[src/ssl_pkg.sv]
// ----------------------------------------------------------------------------
// ssl_pkg
// Shared widths, register indexes and controller types for the spiral scan
// position locator.
// ----------------------------------------------------------------------------
`default_nettype none

package ssl_pkg;

  // Field widths
  localparam int unsigned DIM_W     = 11;  // grid dimension, column and row
  localparam int unsigned IDX_W     = 21;  // spiral position
  localparam int unsigned AREA_W    = 2 * DIM_W;  // cell count
  localparam int unsigned SUM_W     = 13;  // ring length and side offsets
  localparam int unsigned CFG_IDX_W = 1;

  // Stream data widths, padded to whole bytes
  localparam int unsigned S_DATA_W = ((IDX_W + 7) / 8) * 8;
  localparam int unsigned M_DATA_W = ((2 * DIM_W + 7) / 8) * 8;

  // Default dimension limit
  localparam int unsigned MAX_DIM_DEFAULT = 1024;

  // Configuration register indexes
  localparam logic [CFG_IDX_W-1:0] REG_GRID_COLS = 1'b0;
  localparam logic [CFG_IDX_W-1:0] REG_GRID_ROWS = 1'b1;

  // Controller states
  typedef enum logic [2:0] {
    ST_IDLE,
    ST_AREA,
    ST_CHECK,
    ST_RING,
    ST_PLACE,
    ST_DONE
  } state_e;

  // Controller to datapath
  typedef struct packed {
    logic capture;    // latch index and clamped dimensions
    logic calc_area;  // register the cell count
    logic set_miss;   // stage a not-found result
    logic init_ring;  // start at the outer ring
    logic step_ring;  // skip the current ring
    logic place;      // place the index on the current ring
    logic emit;       // move the staged result to the output register
  } ctrl_cmd_t;

  // Datapath to controller
  typedef struct packed {
    logic miss;      // index outside the grid
    logic ring_hit;  // index lies on the current ring
    logic out_free;  // output register can take a result
  } ctrl_sts_t;

endpackage

`default_nettype wire

[src/ssl_ctrl.sv]
// ----------------------------------------------------------------------------
// ssl_ctrl
// Sequencer for one query: cell count, range check, ring skipping,
// placement on the ring and hand-off to the output register.
// ----------------------------------------------------------------------------
`default_nettype none

module ssl_ctrl
  import ssl_pkg::*;
(
  input  wire        clk_i,
  input  wire        rst_ni,
  input  wire        in_valid_i,
  output logic       in_ready_o,
  input  ctrl_sts_t  sts_i,
  output ctrl_cmd_t  cmd_o
);

  state_e state_q, state_d;

  // Hold the current state
  always_ff @(posedge clk_i or negedge rst_ni) begin
    if (!rst_ni) begin
      state_q <= ST_IDLE;
    end else begin
      state_q <= state_d;
    end
  end

  // Advance through the query
  always_comb begin
    state_d = state_q;
    unique case (state_q)
      ST_IDLE: begin
        if (in_valid_i) state_d = ST_AREA;
      end
      ST_AREA: begin
        state_d = ST_CHECK;
      end
      ST_CHECK: begin
        state_d = sts_i.miss ? ST_DONE : ST_RING;
      end
      ST_RING: begin
        if (sts_i.ring_hit) state_d = ST_PLACE;
      end
      ST_PLACE: begin
        state_d = ST_DONE;
      end
      ST_DONE: begin
        if (sts_i.out_free) state_d = ST_IDLE;
      end
      default: begin
        state_d = ST_IDLE;
      end
    endcase
  end

  // Drive datapath commands
  always_comb begin
    cmd_o      = '0;
    in_ready_o = 1'b0;
    unique case (state_q)
      ST_IDLE: begin
        in_ready_o    = 1'b1;
        cmd_o.capture = in_valid_i;
      end
      ST_AREA: begin
        cmd_o.calc_area = 1'b1;
      end
      ST_CHECK: begin
        cmd_o.set_miss  = sts_i.miss;
        cmd_o.init_ring = !sts_i.miss;
      end
      ST_RING: begin
        cmd_o.step_ring = !sts_i.ring_hit;
      end
      ST_PLACE: begin
        cmd_o.place = 1'b1;
      end
      ST_DONE: begin
        cmd_o.emit = sts_i.out_free;
      end
      default: begin
        cmd_o = '0;
      end
    endcase
  end

endmodule

`default_nettype wire

[src/ssl_dpath.sv]
// ----------------------------------------------------------------------------
// ssl_dpath
// Configuration registers, ring-skipping datapath, result staging and the
// output register of the spiral scan position locator.
// ----------------------------------------------------------------------------
`default_nettype none

module ssl_dpath
  import ssl_pkg::*;
#(
  parameter int unsigned MAX_DIM = MAX_DIM_DEFAULT
) (
  input  wire                  clk_i,
  input  wire                  rst_ni,
  // Configuration writes
  input  wire                  cfg_valid_i,
  input  wire [CFG_IDX_W-1:0]  cfg_index_i,
  input  wire [DIM_W-1:0]      cfg_data_i,
  // Query index
  input  wire [IDX_W-1:0]      seat_index_i,
  // Result output
  output logic                 out_valid_o,
  input  wire                  out_ready_i,
  output logic                 found_o,
  output logic [DIM_W-1:0]     col_number_o,
  output logic [DIM_W-1:0]     row_number_o,
  // Controller link
  input  ctrl_cmd_t            cmd_i,
  output ctrl_sts_t            sts_o
);

  localparam logic [SUM_W-1:0] MaxDim = SUM_W'(MAX_DIM);

  logic [DIM_W-1:0]  grid_cols_q, grid_rows_q;
  logic [DIM_W-1:0]  cols_clamp, rows_clamp;
  logic [IDX_W-1:0]  p_q;
  logic [DIM_W-1:0]  cols_q, rows_q;
  logic [AREA_W-1:0] area_q;
  logic [DIM_W-1:0]  w_q, h_q, k_q;
  logic [SUM_W-1:0]  wx, hx, kx, ring;
  logic [SUM_W-1:0]  pp, side1, side2, col_w, row_w;
  logic              res_found_q;
  logic [DIM_W-1:0]  res_col_q, res_row_q;
  logic              out_valid_q;
  logic              out_found_q;
  logic [DIM_W-1:0]  out_col_q, out_row_q;

  // Write configuration registers
  always_ff @(posedge clk_i or negedge rst_ni) begin
    if (!rst_ni) begin
      grid_cols_q <= DIM_W'(1);
      grid_rows_q <= DIM_W'(1);
    end else if (cfg_valid_i) begin
      unique case (cfg_index_i)
        REG_GRID_COLS: grid_cols_q <= cfg_data_i;
        REG_GRID_ROWS: grid_rows_q <= cfg_data_i;
        default:       grid_cols_q <= grid_cols_q;
      endcase
    end
  end

  // Saturate dimensions to the supported limit
  always_comb begin
    cols_clamp = ({2'b00, grid_cols_q} > MaxDim) ? MaxDim[DIM_W-1:0] : grid_cols_q;
    rows_clamp = ({2'b00, grid_rows_q} > MaxDim) ? MaxDim[DIM_W-1:0] : grid_rows_q;
  end

  // Current ring length: a single column or row is a straight line
  always_comb begin
    wx = SUM_W'(w_q);
    hx = SUM_W'(h_q);
    kx = SUM_W'(k_q);
    if (w_q == DIM_W'(1)) begin
      ring = hx;
    end else if (h_q == DIM_W'(1)) begin
      ring = wx;
    end else begin
      ring = SUM_W'({(wx + hx), 1'b0}) - SUM_W'(4);
    end
  end

  // Place the remaining index on one side of the ring
  always_comb begin
    pp    = p_q[SUM_W-1:0];
    side1 = hx + wx - SUM_W'(1);
    side2 = SUM_W'({hx, 1'b0}) + wx - SUM_W'(2);
    if (w_q == DIM_W'(1)) begin
      col_w = kx + SUM_W'(1);
      row_w = kx + pp;
    end else if (h_q == DIM_W'(1)) begin
      col_w = kx + pp;
      row_w = kx + SUM_W'(1);
    end else if (pp <= hx) begin
      // up the left column
      col_w = kx + SUM_W'(1);
      row_w = kx + pp;
    end else if (pp <= side1) begin
      // right along the top row
      col_w = kx + SUM_W'(1) + (pp - hx);
      row_w = SUM_W'(rows_q) - kx;
    end else if (pp <= side2) begin
      // down the right column
      col_w = SUM_W'(cols_q) - kx;
      row_w = SUM_W'(rows_q) - kx - (pp - side1);
    end else begin
      // left along the bottom row
      col_w = SUM_W'(cols_q) - kx - (pp - side2);
      row_w = kx + SUM_W'(1);
    end
  end

  // Capture the query, count cells and skip rings
  always_ff @(posedge clk_i) begin
    if (cmd_i.capture) begin
      p_q    <= seat_index_i;
      cols_q <= cols_clamp;
      rows_q <= rows_clamp;
    end else if (cmd_i.step_ring) begin
      p_q <= p_q - IDX_W'(ring);
    end
    if (cmd_i.calc_area) begin
      area_q <= AREA_W'(cols_q) * AREA_W'(rows_q);
    end
    if (cmd_i.init_ring) begin
      w_q <= cols_q;
      h_q <= rows_q;
      k_q <= '0;
    end else if (cmd_i.step_ring) begin
      w_q <= w_q - DIM_W'(2);
      h_q <= h_q - DIM_W'(2);
      k_q <= k_q + DIM_W'(1);
    end
  end

  // Stage the result
  always_ff @(posedge clk_i) begin
    if (cmd_i.set_miss) begin
      res_found_q <= 1'b0;
      res_col_q   <= '0;
      res_row_q   <= '0;
    end else if (cmd_i.place) begin
      res_found_q <= 1'b1;
      res_col_q   <= col_w[DIM_W-1:0];
      res_row_q   <= row_w[DIM_W-1:0];
    end
  end

  // Hold the output until the transfer completes
  always_ff @(posedge clk_i or negedge rst_ni) begin
    if (!rst_ni) begin
      out_valid_q <= 1'b0;
    end else if (cmd_i.emit) begin
      out_valid_q <= 1'b1;
    end else if (out_ready_i) begin
      out_valid_q <= 1'b0;
    end
  end

  always_ff @(posedge clk_i) begin
    if (cmd_i.emit) begin
      out_found_q <= res_found_q;
      out_col_q   <= res_col_q;
      out_row_q   <= res_row_q;
    end
  end

  // Status to the controller
  always_comb begin
    sts_o.miss     = (p_q == '0) || (cols_q == '0) || (rows_q == '0) ||
                     ({1'b0, p_q} > area_q);
    sts_o.ring_hit = (p_q <= IDX_W'(ring));
    sts_o.out_free = !out_valid_q || out_ready_i;
  end

  assign out_valid_o  = out_valid_q;
  assign found_o      = out_found_q;
  assign col_number_o = out_col_q;
  assign row_number_o = out_row_q;

  // A new result never overwrites one still waiting
  assert property (@(posedge clk_i) disable iff (!rst_ni)
    cmd_i.emit |-> (!out_valid_q || out_ready_i))
    else $error("result loaded over a pending output");

  // A ring is skipped only when an inner ring remains
  assert property (@(posedge clk_i) disable iff (!rst_ni)
    cmd_i.step_ring |-> (w_q > DIM_W'(2) && h_q > DIM_W'(2)))
    else $error("ring skip past the innermost ring");

  // A not-found result carries zero coordinates
  assert property (@(posedge clk_i) disable iff (!rst_ni)
    (out_valid_q && !out_found_q) |-> (out_col_q == '0 && out_row_q == '0))
    else $error("not-found result with nonzero coordinates");

endmodule

`default_nettype wire

[src/spiral_scan_position_locator.sv]
// ----------------------------------------------------------------------------
// spiral_scan_position_locator
// Locates the column and row of a 1-based position on a clockwise spiral
// over a configurable grid.
// ----------------------------------------------------------------------------
// One query at a time. A query passes through the cell count, the range check,
// ring skipping (of up to about min(cols, rows) / 2 whole rings), placement
// on the ring and hand-off to the output register; an index outside the grid
// goes from the range check straight to the hand-off. The ring-skipping loop
// subtracts one ring length per cycle. The input is taken again as soon as
// the result sits in the output register, even if that result has not been
// transferred yet. Rows count from the bottom; not-found results carry zero
// coordinates. Write the grid size only while no query is in flight.
`default_nettype none

module spiral_scan_position_locator
  import ssl_pkg::*;
#(
  parameter int unsigned MAX_DIM = MAX_DIM_DEFAULT
) (
  input  wire                  clk_i,
  input  wire                  rst_ni,
  // Configuration write channel
  input  wire                  cfg_valid_i,
  output logic                 cfg_ready_o,
  input  wire [CFG_IDX_W-1:0]  cfg_index_i,
  input  wire [DIM_W-1:0]      cfg_data_i,
  // Query stream
  input  wire                  s_axis_tvalid,
  output logic                 s_axis_tready,
  input  wire [S_DATA_W-1:0]   s_axis_tdata,   // [20:0] seat_index, rest zero
  // Result stream
  output logic                 m_axis_tvalid,
  input  wire                  m_axis_tready,
  output logic [M_DATA_W-1:0]  m_axis_tdata,   // [10:0] col_number, [21:11] row_number
  output logic                 m_axis_tuser    // found
);

  ctrl_cmd_t        cmd;
  ctrl_sts_t        sts;
  logic [DIM_W-1:0] col_number, row_number;

  assign cfg_ready_o = 1'b1;

  ssl_ctrl u_ctrl (
    .clk_i      (clk_i),
    .rst_ni     (rst_ni),
    .in_valid_i (s_axis_tvalid),
    .in_ready_o (s_axis_tready),
    .sts_i      (sts),
    .cmd_o      (cmd)
  );

  ssl_dpath #(
    .MAX_DIM (MAX_DIM)
  ) u_dpath (
    .clk_i        (clk_i),
    .rst_ni       (rst_ni),
    .cfg_valid_i  (cfg_valid_i),
    .cfg_index_i  (cfg_index_i),
    .cfg_data_i   (cfg_data_i),
    .seat_index_i (s_axis_tdata[IDX_W-1:0]),
    .out_valid_o  (m_axis_tvalid),
    .out_ready_i  (m_axis_tready),
    .found_o      (m_axis_tuser),
    .col_number_o (col_number),
    .row_number_o (row_number),
    .cmd_i        (cmd),
    .sts_o        (sts)
  );

  // Pack the result, zero padding on top
  assign m_axis_tdata = M_DATA_W'({row_number, col_number});

endmodule

`default_nettype wire

[config.mk]
export PLATFORM = sky130hd
export DESIGN_NAME = spiral_scan_position_locator
export DESIGN_NICKNAME = d
export VERILOG_FILES = /design/src/ssl_pkg.sv /design/src/ssl_ctrl.sv /design/src/ssl_dpath.sv /design/src/spiral_scan_position_locator.sv
export SDC_FILE = /design/constraint.sdc
export NUM_CORES = 1
export LEC_CHECK = 0
export BUFFER_PORTS_ARGS = -buffer_cell sky130_fd_sc_hd__buf_2
export CORE_MARGIN = 10
export CORE_UTILIZATION = 65
export CTS_BUF_LIST = sky130_fd_sc_hd__clkbuf_8
export CTS_CLUSTER_DIAMETER = 100
export DETAILED_ROUTE_END_ITERATION = 10
export PLACE_DENSITY = 0.92
export SLEW_MARGIN = 20
export SYNTH_ARGS = -nofsm -noshare
export SYNTH_HDL_FRONTEND = slang
export SYNTH_SLANG_ARGS = --single-unit
[constraint.sdc]
create_clock -name clk_i -period 8.83 [get_ports clk_i]
set_input_delay 0.883 -clock clk_i [delete_from_list [all_inputs] [get_ports clk_i]]
set_output_delay 0.883 -clock clk_i [all_outputs]
set_load 0.005 [all_outputs]
=== Word-level counts from Yosys, hierarchy flattened ===
Cells that the tools add are included.

* Bitwise gates (word level): 1
* Reductions and logical operators: 17
* Equal/unequal tests: 10
* Add/subtract/negate cells: 19
* Multiply operators: 1
* Magnitude comparators: 7
* Multiplexer cells: 32

{| class="wikitable"
|+ Operators by type and width
! kind !! count
|-
| 2-to-1 mux 11 bit || 14
|-
| subtractor 11 bit || 7
|-
| 2-to-1 mux 21 bit || 2
|-
| <= comparator 13 bit || 2
|-
| 2-to-1 mux 13 bit || 2
|-
| adder 11 x 1 -> 11 bit (second input constant) || 2
|-
| adder 11 bit || 2
|-
| == test 11 x 1 -> 1 bit (second input constant) || 2
|-
| > comparator 11 bit (second input constant) || 2
|-
| > comparator 21 x 22 -> 1 bit || 1
|-
| logical NOT 11 bit || 2
|-
| multiplier 11 x 11 -> 22 bit || 1
|-
| subtractor 11 x 2 -> 11 bit (second input constant) || 2
|-
| <= comparator 21 x 13 -> 1 bit || 1
|-
| logical NOT 21 bit || 1
|-
| subtractor 21 x 13 -> 21 bit || 1
|-
| one-hot mux 3 bit (6 select lines) || 1
|-
| adder 12 x 11 -> 13 bit || 1
|-
| <= comparator 13 x 11 -> 1 bit || 1
|-
| subtractor 12 x 1 -> 13 bit (second input constant) || 1
|-
| subtractor 13 x 2 -> 13 bit (second input constant) || 1
|-
| subtractor 13 x 3 -> 13 bit (second input constant) || 1
|-
| adder 11 x 11 -> 12 bit || 1
|-
| 2-to-1 mux 3 bit || 4
|-
| 14 further kinds || 32
|}

* Output and inout bits: 28
* Word-level logic and storage cells: 104
* Bits in registers: 170
* Input bits: 41

=== Logic depth before layout (Yosys ltp) ===
* Depth after elaboration: 9
* Mapped depth: 25
* Gate-level depth less buffers: 23

=== By module ===
A second synthesis with hierarchy kept.

* Cell total of the unflattened synthesis: 2140
* Area total of the unflattened synthesis: 19312.3 um^2

{| class="wikitable"
|+ By module, submodules not included
! module !! cells an instance !! seq. area each (um^2) !! times used !! area each (um^2)
|-
| ssl_dpath || 2108 || 4561.9 || 1 || 19035.8
|-
| ssl_ctrl || 27 || 75.1 || 1 || 246.5
|-
| spiral_scan_position_locator || 5 || 0.0 || 1 || 30.0
|}

=== Worst setup path after synthesis ===
No wires, ideal clock.

* Kind: register to register
* Start point: register u_dpath.h_q[0]
* End point: register u_dpath.p_q[0], enable pin
* Period minus slack after synthesis: 5.560 ns
* Path buffers: 1
* Library setup time: 0.403 ns
* Path slack: 3.270 ns
* Stages on the path, launching flop included: 20
* Data arrival time: 5.157 ns
* Data required time: 8.427 ns
* Path through: edfxtp_1 ha_1 fa_1 a211oi_1 nor2_1 xnor2_1 or3b_2 or3_1 nor3_1 xnor2_1 a211oi_1 a21oi_1 ha_1 nor3b_1 nand3_1 nor3_1 o22ai_1 a21oi_1 clkbuf_1 nand2_1

* Cells in the longest elaborated chain, start to end: 8
* Elaborated cells between the ends (all ways): 9
* Classes of those cells: add/sub: 2; order compare: 1; eq/ne: 1; mux: 3; reduce/logical: 2

{| class="wikitable"
|+ Ends and longest elaborated chain
! what !! line !! text
|-
| from (decl) || ssl_dpath.sv:39 || <nowiki>logic [DIM_W-1:0] w_q, h_q, k_q;</nowiki>
|-
| from (signal assigned) || ssl_dpath.sv:126 || <nowiki>h_q <= rows_q;</nowiki>
|-
| from (signal assigned) || ssl_dpath.sv:130 || <nowiki>h_q <= h_q - DIM_W'(2);</nowiki>
|-
| adder 11 x 11 -> 12 bit || ssl_dpath.sv:78 || <nowiki>ring = SUM_W'({(wx + hx), 1'b0}) - SUM_W'(4);</nowiki>
|-
| subtractor 13 x 3 -> 13 bit || ssl_dpath.sv:78 ||
|-
| 2-to-1 mux 13 bit || ssl_dpath.sv:75 || <nowiki>end else if (h_q == DIM_W'(1)) begin</nowiki>
|-
| 2-to-1 mux 13 bit (*) || ssl_dpath.sv:73 || <nowiki>if (w_q == DIM_W'(1)) begin</nowiki>
|-
| <= comparator 21 x 13 -> 1 bit (*) || ssl_dpath.sv:171 || <nowiki>sts_o.ring_hit = (p_q <= IDX_W'(ring));</nowiki>
|-
| logical NOT 1 bit (*) || ssl_ctrl.sv:75 || <nowiki>cmd_o.step_ring = !sts_i.ring_hit;</nowiki>
|-
| 2-to-1 mux 1 bit (*) || ssl_ctrl.sv:62 || <nowiki>unique case (state_q)</nowiki>
|-
| nonzero test 2 bit (no source line) (*) || -- ||
|-
| to (signal assigned) || ssl_dpath.sv:115 || <nowiki>p_q <= seat_index_i;</nowiki>
|-
| to (signal assigned) || ssl_dpath.sv:119 || <nowiki>p_q <= p_q - IDX_W'(ring);</nowiki>
|-
| to (decl) || ssl_dpath.sv:36 || <nowiki>logic [IDX_W-1:0] p_q;</nowiki>
|}

Mark *: on every way between the ends. The rest lies on a longest branch, timed or not.
A chain may end at the register's enable or synchronous reset.

=== Worst setup path in the final report ===
* Start point: register u_dpath.w_q[0]
* End point: register u_ctrl.state_q[1]

* Cells in the longest elaborated chain, start to end: 7
* Elaborated cells between the ends (all ways): 8
* Classes of those cells: add/sub: 2; order compare: 1; eq/ne: 2; mux: 2; reduce/logical: 1

{| class="wikitable"
|+ Ends and longest elaborated chain
! what !! line !! text
|-
| from (decl) || ssl_dpath.sv:39 ||
|-
| from (signal assigned) || ssl_dpath.sv:125 || <nowiki>w_q <= cols_q;</nowiki>
|-
| from (signal assigned) || ssl_dpath.sv:129 || <nowiki>w_q <= w_q - DIM_W'(2);</nowiki>
|-
| adder 11 x 11 -> 12 bit || ssl_dpath.sv:78 ||
|-
| subtractor 13 x 3 -> 13 bit || ssl_dpath.sv:78 ||
|-
| 2-to-1 mux 13 bit || ssl_dpath.sv:75 ||
|-
| 2-to-1 mux 13 bit (*) || ssl_dpath.sv:73 ||
|-
| <= comparator 21 x 13 -> 1 bit (*) || ssl_dpath.sv:171 ||
|-
| inequality test 2 x 1 -> 1 bit (no source line) (*) || -- ||
|-
| AND reduction 3 bit (no source line) (*) || -- ||
|-
| to (signal assigned) || ssl_ctrl.sv:26 || <nowiki>state_q <= state_d;</nowiki>
|-
| to (decl) || ssl_ctrl.sv:19 || <nowiki>state_e state_q, state_d;</nowiki>
|}

Marks and branches as above.

==> results.cfg <==
[routing]
antenna_left = 0
firstDrtPassIters = 6
num_vias = 16140
wirelength_mm = 55.49
wl_per_cell_um = 22.13
drt_iter0_markers = 1808
drc = 0
viasPerCell = 6.439

[timing]
rsz0062_at_grt = false
clock_skew_ps = 21.06
slew_viol_final = 0
setup_viol = 0
finalCritPeriodShare_pct = 72.76
relSlewSlack_pct = 28.07
holdWs_ps = 341.1
hold_viol_final = 0
worst_pin_slew_ps = 1071
fmax_mhz = 155.7
tns_ps = 0
period_needed_ps = 6424
setup_ws_ps = 2406

[global_route]
grt_pass1_wl_mm = 87.35
grt-busiest-layer = met2
grt_pass1_vias = 16420
grt_usage_pct = 30.64
grt_max_degree = 49
met1_usage_pct = 37.44
antenna_found_initial = 0
met2_usage_pct = 48.98
globalRouteOverflowTotal = 0
use_met3_pct = 6.921

[clock_network]
clk_pin_slew_ps = 130
cts_tree = done
cts_max_level = 4
hold_buffers = 0
cts.path.max_buffers = 2
cts_root_buffer = clkbuf_8
post_cts_buffers = 0
clock_sinks = 170
insertion_delay_ps = 510
ctsResizeCount = 0
cts_made_buffers = 17

[hold_path]
hp-class = in -> async

[floorplan]
start_util_pct = 65.52
die_y_um = 189.6
die_w_um = 189.6
io_pins = 69
coreArea_um2 = 28550
row_count = 62
die_area_um2 = 35960

[layout]
finalNetCount = 2496
layout_commonest_cell = inv_1
n_antenna_cell = 0
register_area_um2 = 4637
layoutNonFillerInstCount = 2507
drive_above_1_share_pct = 8.243
area_delta_synth_final_pct = 6.208
multi_input_area_um2 = 12810
filler_cell_count = 2098
layout_common_cells = 262 x inv_1, 229 x ha_1, 181 x nand2_1, 135 x nor2_1, 116 x fa_1

[worst_setup_path]
worstPathRequired_ps = 9230
cp.arrival_ps = 6830
endpoint_kind = flip-flop
startpoint_type = flip-flop
critPathKind = reg -> reg
critPathMaxFanout = 21

[synthesis]
synth_edf_count = 110
yosysWarningCount = 0
avgSynthCellArea_um2 = 9.000
netlist_area_um2 = 18700
postSynth.asyncResetShare_pct = 15.29
yosysSeqAreaShare_pct = 24.79
ys_types = 87
netlist_instances = 2078
ys_seq_elements = 170
ys.flop_type = edfxtp_1

[placement]
dpl_worst_slack_ps = 2638
routabilityCongestion = 1.031
dp_hpwl_mm = 42.15
port_buffers = 62
place_inst = 2475

[job]
drv_cap = 0

[outcome]
status = completed
## sequential cells by signal, indices dropped and copies added, names as in the netlist
name and flops:
u_dpath.row_number_o 11, u_dpath.found_o 1, u_dpath.out_valid_o 1, u_dpath.res_col_q 11
u_dpath.h_q 11, u_dpath.grid_cols_q 11, u_dpath.rows_q 11, u_dpath.p_q 21
u_ctrl.state_q 3, u_dpath.k_q 11, u_dpath.cols_q 11, u_dpath.col_number_o 11
u_dpath.grid_rows_q 11, u_dpath.res_found_q 1, u_dpath.res_row_q 11, u_dpath.w_q 11
u_dpath.area_q 22
## final timing paths
check                                           from  slack [ps]  cells after the start                      end
worst max-delay path                  u_dpath.w_q[0]        2410                     20        u_ctrl.state_q[1]
worst min-delay path                          rst_ni         340                      1   u_dpath.grid_rows_q[8]
worst max register to register        u_dpath.w_q[0]        2410                     20        u_ctrl.state_q[1]
worst min register to register  u_dpath.res_col_q[0]         440                      0  u_dpath.col_number_o[0]
max in group asynchronous                     rst_ni        8100                      1   u_dpath.grid_rows_q[0]
min in group clk_i              u_dpath.res_col_q[0]         440                      0  u_dpath.col_number_o[0]
## through the flow
step / cell area, µm² / utilization [%]
floorplan: 18710 / -
global placement: 19390 / 67.93
detailed placement: 19390 / 67.93
CTS: 19860 / 69.58
global route: 19860 / 69.58
finish: 19860 / 69.58
## critical path: stages (launching register included)
cell and delay (ps):
edfxtp_1 460, ha_1 280, fa_1 430, a211oi_1 340, nor2_1 110, xnor2_1 260
or3b_2 550, or3_1 350, nor3_1 190, xnor2_1 90, a211oi_1 260, a21oi_1 110
ha_1 440, nor3b_1 210, nand3_1 120, nor3_1 310, o22ai_1 160, a21oi_1 190
buf_4 290, nand2b_1 590, or2_2 540
## synth_stat cells (all sizes together) (14+ instances only)
master / instances / area share [%]
nor4: 20 / 0.67
nor2: 135 / 2.7
nand4: 14 / 0.47
and3: 14 / 0.47
nor3: 67 / 1.8
nand2: 181 / 3.6
dfrtp: 24 / 3.2
ha: 229 / 15
mux2: 28 / 1.7
dfxtp: 34 / 3.6
xnor2: 103 / 4.8
or3: 23 / 0.77
a211oi: 20 / 0.83
and2: 56 / 1.9
fa: 116 / 12
inv: 262 / 5.3
o211ai: 20 / 0.80
nor2b: 46 / 1.5
o21a: 24 / 0.96
mux2i: 20 / 1.1
o21ai: 85 / 2.3
a21o: 30 / 1.2
nand3: 32 / 0.86
a21oi: 103 / 2.8
edfxtp: 110 / 18
clkbuf: 66 / 1.3
xor2: 39 / 1.8
## cells by family (layout without fill, tap and decap cells)
group | Yosys count | in the layout | share of synthesized area (%)
adder cells (fa/ha/maj) | 345 | 345 | 27.74
buffers and inverters | 335 | 379 | 6.797
other | 2 | 3 | 0.04015
AND/OR/NAND/NOR | 629 | 629 | 16.40
multiplexers | 48 | 48 | 2.756
AO/OA/AOI/OAI | 405 | 405 | 14.58
XOR/XNOR | 144 | 144 | 6.897
flip-flops | 170 | 170 | 24.79
## layer usage
metal	vias up	part of all wire [%]
met3	257	11
met2	999	45
met5	-	0
met1	7620	37
li1	7267	-
met4	0	6.5
## area by class of cell
cell class | count | area share, %
clock buffers | 17 | 1.178
well taps | 384 | 2.419
multi-input cells | 1574 | 64.49
inverters | 262 | 4.951
flip-flops and latches | 170 | 23.34
clock inverters | 15 | 1.190
repair buffers | 85 | 2.431
Power is left out: the tool's default activity adds up to more than one toggle a clock period on the data nets, which glitch-free logic cannot reach.
